`src/m61_pkg.sv`:
```
// types, constants and the control store for the mod 2^61-1 arithmetic unit
// no dependencies; imported by every module of the block
`timescale 1ns / 1ps
`default_nettype none

package m61_pkg;

    localparam int M61_BITS = 61;
    localparam logic [60:0] M61_P = 61'h1FFF_FFFF_FFFF_FFFF;
    localparam logic [60:0] M61_EXP = M61_P - 61'd2;
    localparam logic [5:0] M61_CNT_LAST = 6'(M61_BITS - 1);

    localparam logic [2:0] MODE_ADD = 3'd0;
    localparam logic [2:0] MODE_SUB = 3'd1;
    localparam logic [2:0] MODE_MUL = 3'd2;
    localparam logic [2:0] MODE_NEG = 3'd3;
    localparam logic [2:0] MODE_INV = 3'd4;
    localparam logic [2:0] MODE_RED = 3'd5;

    typedef struct packed {
        logic [2:0]  mode;
        logic [63:0] operand_a;
        logic [60:0] operand_b;
    } t_in_item;

    typedef struct packed {
        logic [60:0] result;
        logic        error;
    } t_out_item;

    typedef logic [3:0] t_step;

    localparam t_step S_IDLE     = 4'd0;
    localparam t_step S_LOAD     = 4'd1;
    localparam t_step S_ADD      = 4'd2;
    localparam t_step S_SUB      = 4'd3;
    localparam t_step S_NEG      = 4'd4;
    localparam t_step S_RED      = 4'd5;
    localparam t_step S_BAD      = 4'd6;
    localparam t_step S_MUL      = 4'd7;
    localparam t_step S_INV      = 4'd8;
    localparam t_step S_INV_TEST = 4'd9;
    localparam t_step S_INV_MUL  = 4'd10;
    localparam t_step S_INV_SQR  = 4'd11;
    localparam t_step S_INV_STEP = 4'd12;
    localparam t_step S_EMIT     = 4'd13;
    localparam t_step S_ZERR     = 4'd14;
    localparam t_step S_SPARE    = 4'd15;

    typedef enum logic [3:0] {
        OP_NOP,
        OP_LOAD,
        OP_ADD,
        OP_SUB,
        OP_NEG,
        OP_RED,
        OP_CLR,
        OP_ZERR,
        OP_INIT,
        OP_INC,
        OP_MUL_AB,
        OP_MUL_RB,
        OP_MUL_BB
    } t_op;

    typedef enum logic [3:0] {
        C_NEXT,
        C_JUMP,
        C_ACCEPT,
        C_DISPATCH,
        C_AZERO,
        C_MULW,
        C_EBIT0,
        C_LOOP,
        C_EMIT
    } t_cond;

    typedef struct packed {
        t_op   op;
        t_cond cond;
        t_step target;
    } t_uword;

    typedef struct packed {
        logic       in_valid;
        logic       out_free;
        logic       a_zero;
        logic       ebit;
        logic       cnt_last;
        logic       mul_done;
        logic [2:0] mode;
    } t_status;

    typedef struct packed {
        t_op  op;
        logic in_ready;
        logic emit;
    } t_ctl;

    typedef enum logic [2:0] {
        M_IDLE,
        M_PROD,
        M_FOLD,
        M_FOLD2,
        M_FIN,
        M_DONE
    } t_mul_state;

    function automatic t_uword m61_urom(input t_step s);
        t_uword w;
        unique case (s)
            S_IDLE:     w = '{OP_NOP,    C_ACCEPT,   S_IDLE};
            S_LOAD:     w = '{OP_LOAD,   C_DISPATCH, S_IDLE};
            S_ADD:      w = '{OP_ADD,    C_JUMP,     S_EMIT};
            S_SUB:      w = '{OP_SUB,    C_JUMP,     S_EMIT};
            S_NEG:      w = '{OP_NEG,    C_JUMP,     S_EMIT};
            S_RED:      w = '{OP_RED,    C_JUMP,     S_EMIT};
            S_BAD:      w = '{OP_CLR,    C_JUMP,     S_EMIT};
            S_MUL:      w = '{OP_MUL_AB, C_MULW,     S_EMIT};
            S_INV:      w = '{OP_INIT,   C_AZERO,    S_ZERR};
            S_INV_TEST: w = '{OP_NOP,    C_EBIT0,    S_INV_SQR};
            S_INV_MUL:  w = '{OP_MUL_RB, C_MULW,     S_INV_SQR};
            S_INV_SQR:  w = '{OP_MUL_BB, C_MULW,     S_INV_STEP};
            S_INV_STEP: w = '{OP_INC,    C_LOOP,     S_INV_TEST};
            S_EMIT:     w = '{OP_NOP,    C_EMIT,     S_IDLE};
            S_ZERR:     w = '{OP_ZERR,   C_JUMP,     S_EMIT};
            S_SPARE:    w = '{OP_NOP,    C_JUMP,     S_IDLE};
        endcase
        return w;
    endfunction

    function automatic t_step m61_dispatch(input logic [2:0] mode);
        t_step s;
        unique case (mode)
            MODE_ADD: s = S_ADD;
            MODE_SUB: s = S_SUB;
            MODE_MUL: s = S_MUL;
            MODE_NEG: s = S_NEG;
            MODE_INV: s = S_INV;
            MODE_RED: s = S_RED;
            default:  s = S_BAD;
        endcase
        return s;
    endfunction

endpackage

`default_nettype wire

```
`src/m61_mul.sv`:
```
// multi-cycle modular multiplier mod 2^61-1 built around one 32x32 multiplier
// depends on m61_pkg
`timescale 1ns / 1ps
`default_nettype none

module m61_mul import m61_pkg::*; (
    input  wire logic        i_clk,
    input  wire logic        i_rst_n,
    input  wire logic        i_start,
    input  wire logic [60:0] i_x,
    input  wire logic [60:0] i_y,
    output logic             o_done,
    output logic [60:0]      o_res
);

    t_mul_state r_state, n_state;

    logic [60:0]  r_x, r_y;
    logic [2:0]   r_k;
    logic [63:0]  r_pp;
    logic [121:0] r_acc;
    logic [61:0]  r_fold;
    logic [60:0]  r_res;

    logic [31:0]  n_opx, n_opy;
    logic [63:0]  n_prod;
    logic [1:0]   n_j;
    logic [121:0] n_shifted;

    always_ff @(posedge i_clk) begin
        if (!i_rst_n) begin
            r_state <= M_IDLE;
        end else begin
            r_state <= n_state;
        end
    end

    always_comb begin
        n_state = r_state;
        o_done  = 1'b0;
        unique case (r_state)
            M_IDLE: begin
                if (i_start) begin
                    n_state = M_PROD;
                end
            end
            M_PROD: begin
                if (r_k == 3'd4) begin
                    n_state = M_FOLD;
                end
            end
            M_FOLD:  n_state = M_FOLD2;
            M_FOLD2: n_state = M_FIN;
            M_FIN:   n_state = M_DONE;
            M_DONE: begin
                o_done  = 1'b1;
                n_state = M_IDLE;
            end
            default: n_state = M_IDLE;
        endcase
    end

    // partial product select
    always_comb begin
        unique case (r_k[1:0])
            2'd0: begin
                n_opx = r_x[31:0];
                n_opy = r_y[31:0];
            end
            2'd1: begin
                n_opx = r_x[31:0];
                n_opy = {3'd0, r_y[60:32]};
            end
            2'd2: begin
                n_opx = {3'd0, r_x[60:32]};
                n_opy = r_y[31:0];
            end
            default: begin
                n_opx = {3'd0, r_x[60:32]};
                n_opy = {3'd0, r_y[60:32]};
            end
        endcase
        n_prod = n_opx * n_opy;
        n_j    = 2'(r_k - 3'd1);
        unique case (n_j)
            2'd0:    n_shifted = {58'd0, r_pp};
            2'd1,
            2'd2:    n_shifted = {26'd0, r_pp, 32'd0};
            default: n_shifted = {r_pp[57:0], 64'd0};
        endcase
    end

    always_ff @(posedge i_clk) begin
        unique case (r_state)
            M_IDLE: begin
                r_x   <= i_x;
                r_y   <= i_y;
                r_k   <= 3'd0;
                r_acc <= '0;
            end
            M_PROD: begin
                if (r_k != 3'd4) begin
                    r_pp <= n_prod;
                end
                if (r_k != 3'd0) begin
                    r_acc <= r_acc + n_shifted;
                end
                r_k <= r_k + 3'd1;
            end
            M_FOLD: begin
                r_fold <= {1'b0, r_acc[60:0]} + {1'b0, r_acc[121:61]};
            end
            M_FOLD2: begin
                r_fold <= {1'b0, r_fold[60:0]} + {61'd0, r_fold[61]};
            end
            M_FIN: begin
                if (r_fold >= {1'b0, M61_P}) begin
                    r_res <= 61'(r_fold - {1'b0, M61_P});
                end else begin
                    r_res <= r_fold[60:0];
                end
            end
            default: begin
            end
        endcase
    end

    assign o_res = r_res;

endmodule

`default_nettype wire

```
`src/m61_seq.sv`:
```
// microcode sequencer: step counter, control store lookup and jump conditions
// depends on m61_pkg
`timescale 1ns / 1ps
`default_nettype none

module m61_seq import m61_pkg::*; (
    input  wire logic    i_clk,
    input  wire logic    i_rst_n,
    input  wire t_status i_status,
    output t_ctl         o_ctl
);

    t_step  r_step, n_step;
    t_uword n_word;
    t_step  n_inc;

    always_ff @(posedge i_clk) begin
        if (!i_rst_n) begin
            r_step <= S_IDLE;
        end else begin
            r_step <= n_step;
        end
    end

    always_comb begin
        n_word = m61_urom(r_step);
        n_inc  = r_step + 4'd1;
        n_step = r_step;
        unique case (n_word.cond)
            C_NEXT:     n_step = n_inc;
            C_JUMP:     n_step = n_word.target;
            C_ACCEPT:   n_step = i_status.in_valid ? n_inc : r_step;
            C_DISPATCH: n_step = m61_dispatch(i_status.mode);
            C_AZERO:    n_step = i_status.a_zero ? n_word.target : n_inc;
            C_MULW:     n_step = i_status.mul_done ? n_word.target : r_step;
            C_EBIT0:    n_step = i_status.ebit ? n_inc : n_word.target;
            C_LOOP:     n_step = i_status.cnt_last ? n_inc : n_word.target;
            C_EMIT:     n_step = i_status.out_free ? n_word.target : r_step;
            default:    n_step = S_IDLE;
        endcase
        o_ctl.op       = n_word.op;
        o_ctl.in_ready = (n_word.cond == C_ACCEPT);
        o_ctl.emit     = (n_word.cond == C_EMIT) && i_status.out_free;
    end

endmodule

`default_nettype wire

```
`src/mersenne61_field_alu.sv`:
```
// top level of the mod 2^61-1 arithmetic unit: operand and result datapath
// depends on m61_pkg, m61_seq, m61_mul
//
//  port group   | direction | transfer when
//  -------------+-----------+-------------------------------
//  i_in_data    | in        | i_in_valid && !o_in_stall
//  o_out_data   | out       | o_out_valid && !i_out_stall
//
// add, subtract, negate, reduce and unused modes pass through load, their own
// operation step and emit. multiply waits on four partial products
// through the one 32x32 multiplier plus fold and final subtract.
// invert: 121 modular multiplies; a zero operand goes straight to the error result.
// one item at a time; a new item is taken while the last result still waits.
// synchronous active-low reset clears the step counter and handshake state.
`timescale 1ns / 1ps
`default_nettype none

module mersenne61_field_alu import m61_pkg::*; (
    input  wire logic     i_clk,
    input  wire logic     i_rst_n,
    input  wire logic     i_in_valid,
    output logic          o_in_stall,
    input  wire t_in_item i_in_data,
    output logic          o_out_valid,
    input  wire logic     i_out_stall,
    output t_out_item     o_out_data
);

    t_ctl    ctl;
    t_status status;

    logic [63:0] r_raw;
    logic [60:0] r_braw;
    logic [2:0]  r_mode;
    logic [60:0] r_a, r_b, r_res, r_base;
    logic [5:0]  r_cnt;
    logic        r_err;
    logic        r_out_valid;
    t_out_item   r_out_data;

    logic        mul_start, mul_done;
    logic [60:0] mul_x, mul_y, mul_res;

    logic [61:0] n_fold, n_sum;
    logic [60:0] n_a, n_b, n_add, n_sub, n_neg;
    logic        n_out_free;

    m61_seq u_seq (
        .i_clk    (i_clk),
        .i_rst_n  (i_rst_n),
        .i_status (status),
        .o_ctl    (ctl)
    );

    m61_mul u_mul (
        .i_clk   (i_clk),
        .i_rst_n (i_rst_n),
        .i_start (mul_start),
        .i_x     (mul_x),
        .i_y     (mul_y),
        .o_done  (mul_done),
        .o_res   (mul_res)
    );

    assign n_out_free = !r_out_valid || !i_out_stall;

    always_comb begin
        status.in_valid = i_in_valid;
        status.out_free = n_out_free;
        status.a_zero   = (r_a == 61'd0);
        status.ebit     = M61_EXP[r_cnt];
        status.cnt_last = (r_cnt == M61_CNT_LAST);
        status.mul_done = mul_done;
        status.mode     = r_mode;
    end

    // operand reduction and the combinational field ops
    always_comb begin
        n_fold = {1'b0, r_raw[60:0]} + {59'd0, r_raw[63:61]};
        if (n_fold >= {1'b0, M61_P}) begin
            n_a = 61'(n_fold - {1'b0, M61_P});
        end else begin
            n_a = n_fold[60:0];
        end
        n_b = (r_braw == M61_P) ? 61'd0 : r_braw;

        n_sum = {1'b0, r_a} + {1'b0, r_b};
        if (n_sum >= {1'b0, M61_P}) begin
            n_add = 61'(n_sum - {1'b0, M61_P});
        end else begin
            n_add = n_sum[60:0];
        end

        if (r_a >= r_b) begin
            n_sub = r_a - r_b;
        end else begin
            n_sub = 61'({1'b0, r_a} + {1'b0, M61_P} - {1'b0, r_b});
        end

        n_neg = (r_a == 61'd0) ? 61'd0 : (M61_P - r_a);
    end

    always_comb begin
        mul_start = 1'b0;
        mul_x     = r_a;
        mul_y     = r_b;
        unique case (ctl.op)
            OP_MUL_AB: begin
                mul_start = 1'b1;
            end
            OP_MUL_RB: begin
                mul_start = 1'b1;
                mul_x     = r_res;
                mul_y     = r_base;
            end
            OP_MUL_BB: begin
                mul_start = 1'b1;
                mul_x     = r_base;
                mul_y     = r_base;
            end
            default: begin
            end
        endcase
    end

    always_ff @(posedge i_clk) begin
        if (ctl.in_ready && i_in_valid) begin
            r_raw  <= i_in_data.operand_a;
            r_braw <= i_in_data.operand_b;
            r_mode <= i_in_data.mode;
        end
        unique case (ctl.op)
            OP_LOAD: begin
                r_a   <= n_a;
                r_b   <= n_b;
                r_err <= 1'b0;
            end
            OP_ADD:  r_res <= n_add;
            OP_SUB:  r_res <= n_sub;
            OP_NEG:  r_res <= n_neg;
            OP_RED:  r_res <= r_a;
            OP_CLR: begin
                r_res <= 61'd0;
                r_err <= 1'b0;
            end
            OP_ZERR: begin
                r_res <= 61'd0;
                r_err <= 1'b1;
            end
            OP_INIT: begin
                r_res  <= 61'd1;
                r_base <= r_a;
                r_cnt  <= 6'd0;
            end
            OP_INC: r_cnt <= r_cnt + 6'd1;
            OP_MUL_AB,
            OP_MUL_RB: begin
                if (mul_done) begin
                    r_res <= mul_res;
                end
            end
            OP_MUL_BB: begin
                if (mul_done) begin
                    r_base <= mul_res;
                end
            end
            default: begin
            end
        endcase
    end

    // result register
    always_ff @(posedge i_clk) begin
        if (!i_rst_n) begin
            r_out_valid <= 1'b0;
        end else if (ctl.emit) begin
            r_out_valid <= 1'b1;
        end else if (!i_out_stall) begin
            r_out_valid <= 1'b0;
        end
    end

    always_ff @(posedge i_clk) begin
        if (ctl.emit) begin
            r_out_data.result <= r_res;
            r_out_data.error  <= r_err;
        end
    end

    // no transfer is taken while reset is held
    assign o_in_stall  = !ctl.in_ready || !i_rst_n;
    assign o_out_valid = r_out_valid;
    assign o_out_data  = r_out_data;

endmodule

`default_nettype wire

```
`config.mk`:
```
export PLATFORM = sky130hd
export DESIGN_NAME = mersenne61_field_alu
export DESIGN_NICKNAME = d
export VERILOG_FILES = /design/src/m61_pkg.sv /design/src/m61_mul.sv /design/src/m61_seq.sv /design/src/mersenne61_field_alu.sv
export SDC_FILE = /design/constraint.sdc
export NUM_CORES = 2
export LEC_CHECK = 0
export BUFFER_PORTS_ARGS = -buffer_cell sky130_fd_sc_hd__buf_2
export CAP_MARGIN = 5
export CORE_ASPECT_RATIO = 0.6
export CORE_UTILIZATION = 30
export DETAILED_ROUTE_END_ITERATION = 10
export GPL_TIMING_DRIVEN = 0
export SLEW_MARGIN = 20
export SYNTH_ARGS = -nofsm -noshare
export SYNTH_HDL_FRONTEND = slang
export SYNTH_SLANG_ARGS = --single-unit
```
`constraint.sdc`:
```
create_clock -name i_clk -period 14.7 [get_ports i_clk]
set_clock_uncertainty 0.1 [all_clocks]
set_input_delay 4.41 -clock i_clk [delete_from_list [all_inputs] [get_ports i_clk]]
set_output_delay 4.41 -clock i_clk [all_outputs]
set_load 0.02 [all_outputs]
```
==> run summary <==
### Status
- complete, no violations — run status

### Drt
- 32.5 um — Routed wire per std cell
- 5.59 — Vias per Instance
- 0 — # DRC
- 467,000 um — DRT Wirelength
- 0 — antenna viol nets, final
- 12,151 — initial detailed-routing violation count
- 6 — Pre-antenna DRT Iters
- 80,220 — vias

### Synthesis
- 9,818 — number of instances in the synthesized netlist
- 87 — Synth cell types
- 28.6% — fraction of post-synthesis cell area in the top cell type by area
- 29.0% — sequential element share of the synthesized area
- 91,900 sq um — Post-Syn Area
- edfxtp_1 — cell taking the most area after synthesis
- 0% — Synth async-reset ratio
- 896 — Yosys reg bits
- 9.36 sq um — average cell area after synthesis
- 875 — number of enable-type register cells in the synthesized netlist
- 11,444 — syn nets
- 0 — Synth warnings
- edfxtp_1 — Synth Flop Type
- edfxtp_1 (29%), fa_1 (20%), ha_1 (8.1%), nor2_1 (4.9%), inv_1 (4.8%) — synth top area cells

### Flow run
- 0 — number of max-capacitance violations reported

### Placed design
- 14,164 — count of placed standard cells including taps
- 395,000 um — post-DP HPWL
- 0.00617 ns — worst setup slack before clock tree synthesis
- 1.09 — global placer's final weighted congestion
- 194 — number of buffer cells added on primary ports

### Hold path
- flip-flop to flip-flop — worst min-delay path category
- 0 — instance count along the most critical hold path
- r_res[52]$_DFFE_PP_ — hold path start

### Critical path
- flip-flop to flip-flop — type of the worst setup path
- 36 — number of cells on the worst reg-to-reg path
- 14.66 ns — worst path arrival time
- 15.16 ns — endpoint required time on the critical path
- flip-flop — crit end category
- u_mul.r_k[0]$_SDFFCE_PN0P_ — crit path launch
- mux2i_1 — slowest CP cell
- fa_1 — most used cell, CP
- flip-flop — critical path launch point type
- 10 — largest fanout of any net on the critical path
- u_mul.r_k[0]$_SDFFCE_PN0P_ — launch point of the worst reg-to-reg path
- 1.03 ns — stage delay of the slowest cell on the critical path

### Clock tree
- 0.77 ns — worst-skew pair later-pin latency
- 896 — number of sinks handled by clock tree synthesis
- 0.07 ns — clock slew seen by the registers of the worst setup and hold paths
- 3 — number of levels in the clock H-tree
- 92 — number of buffers created by CTS
- 3 — maximum clock insertion buffer count
- 0 — post-CTS setup buffers
- built — CTS tree
- clkbuf_16 — CTS Root Buffer Type

### Floorplan
- 196 — number of top-level pins
- 157 — number of placement rows
- 30.2% — initial cell density of the core
- 431 um — vertical die dimension
- 309,000 sq um — area enclosed by the die boundary
- 305,000 sq um — standard cell core area
- 717 um — Die Width

### Timing
- 0 — Final Slew Violations
- 96.5% — final cycle utilization of the critical path
- 6.47% — worst slew margin relative to its limit
- 0.0705 GHz — fmax
- 14.19 ns — fin crit period
- 1.40 ns — actual slew at the worst max-slew pin
- 0 — setup violation total in the final timing report
- 0.508 ns — slack of the critical path
- 0 — Hold Vio Cnt, Final
- no — setup repair after global routing missed its margin

### Final layout
- 11,827 — final net count
- nor2_1 — commonest non-fill, non-tap cell in the layout
- 12.1% — area overhead of the layout relative to synthesis
- 14,349 — number of non-filler instances in the completed layout
- 33.8% — post-layout util
- nor2_1 (1,189), inv_1 (1,176), nand2_1 (1,000) — top library cells by usage in the layout, fill and taps aside
- 7.79% — fraction of layout cells with a size suffix above 1

### Global routing
- 45 — number of antenna violations at the first check in global routing
- 57 — largest net degree at the start of global routing
- 74,369 — vias in the first global route
- 29.8% — GRT Overall Usage
- 634,000 um — wire length of the first global-routing pass
- 0 — Overflow after GRT

## state kept, by name, indices dropped and copies added, names as in the netlist, 4 cells and up
register	cells
u_mul.r_acc	122
r_raw	64
u_mul.r_pp	64
o_out_data	62
u_mul.r_fold	62
r_a	61
r_b	61
r_base	61
r_braw	61
r_res	61
u_mul.o_res	61
u_mul.r_x	61
u_mul.r_y	61
u_seq.n_word	12
r_cnt	6
u_seq.r_step	4
## worst paths after layout
| kind | endpoint | slack (ns) |
|---|---|---|
| max | u_mul.r_pp[63]$_DFFE_PP_ | 0.51 |
| min reg2reg | o_out_data[53]$_DFFE_PP_ | 0.40 |
| max reg2reg | u_mul.r_pp[63]$_DFFE_PP_ | 0.51 |
| min | o_out_data[53]$_DFFE_PP_ | 0.40 |
## stage by stage
| stage | TNS (ns) | hold slack (ns) | cell area (sq um) |
|---|---|---|---|
| after floorplan | 0 | 0.300 | 91900 |
| after global placement | -472.21 | 0.391 | 98000 |
| after detailed placement | 0 | 0.395 | 99800 |
| after CTS | 0 | 0.411 | 103000 |
| after global routing | 0 | 0.426 | 103000 |
| final | 0 | 0.402 | 103000 |
## final cells by class
type,instances,area [sq um]
Timing Repair Buffer,293,2230
Antenna cell,15,37.5
Fill cell,31733,202000
Inverter,1184,4440
Tap cell,4054,5070
Sequential cell,896,26700
Clock inverter,69,776
Multi-Input combinational cell,7258,59500
Buffer,476,1880
Clock buffer,104,2370
## logic make-up after synthesis
group                      Yosys count  synth area share [%]
AOI/OAI and AO/OA                 1730                  12.4
xor gates and xnor gates           555                  5.29
adders and majority gates         1494                  27.7
buffers and inverters             1664                  6.81
DFF                                896                  29.0
muxes                              247                  2.94
and+or+nand+nor                   3232                  15.9
## worst max-delay path, delay by kind of cell (launching register included)
| family | cells | cell delay (ns) |
|---|---|---|
| AO/OA/AOI/OAI | 12 | 3.40 |
| XOR/XNOR | 1 | 0.29 |
| adder cells (fa/ha/maj) | 10 | 5.58 |
| buffers and inverters | 8 | 2.11 |
| flip-flops | 1 | 0.46 |
| multiplexers | 1 | 1.03 |
| AND/OR/NAND/NOR | 4 | 0.98 |
## per-layer routing
metal	global-route usage, %	vias to the layer above	wire [um]	part of all wire, %
met4	4.99	20	9080	1.9
met5	0.965	-	1500	0.32
met2	32.7	5000	151000	32
li1	-	34187	-	-
met1	46.2	40564	219000	47
met3	18.9	449	86300	18
## Yosys cell counts, types with 28 or more instances
master    instances
and2_1          164
nor3_1          136
a21oi_1         517
a22oi_1          74
a21o_1          180
nand4_1         181
nor4_1           91
o31ai_1          55
clkbuf_1        441
a211oi_1         35
a22o_1           60
mux2i_1          63
o21ai_0         286
nor2_1         1193
mux2_2          184
ha_1            592
a221oi_1         65
edfxtp_1        875
o211ai_1         33
o21a_1           41
fa_1            902
nand2_1        1000
xor2_1          195
or3_1            33
a21boi_0         28
nand3_1         139
or2_2            28
buf_1            30
and3_1           63
nand2b_1         49
o221ai_1         53
nor2b_1          66
inv_1          1176
a31oi_1          60
xnor2_1         360
o21bai_1         92
## what timing repair did
| item | CTS | global route |
|---|---|---|
| resized for setup | 1 | 18 |
| hold buffers | 0 | 0 |
| setup endpoints to repair | 1 | 7 |
Power is not shown: default switching activity piles up to over one toggle a cycle in this logic, so the estimate is an artifact.
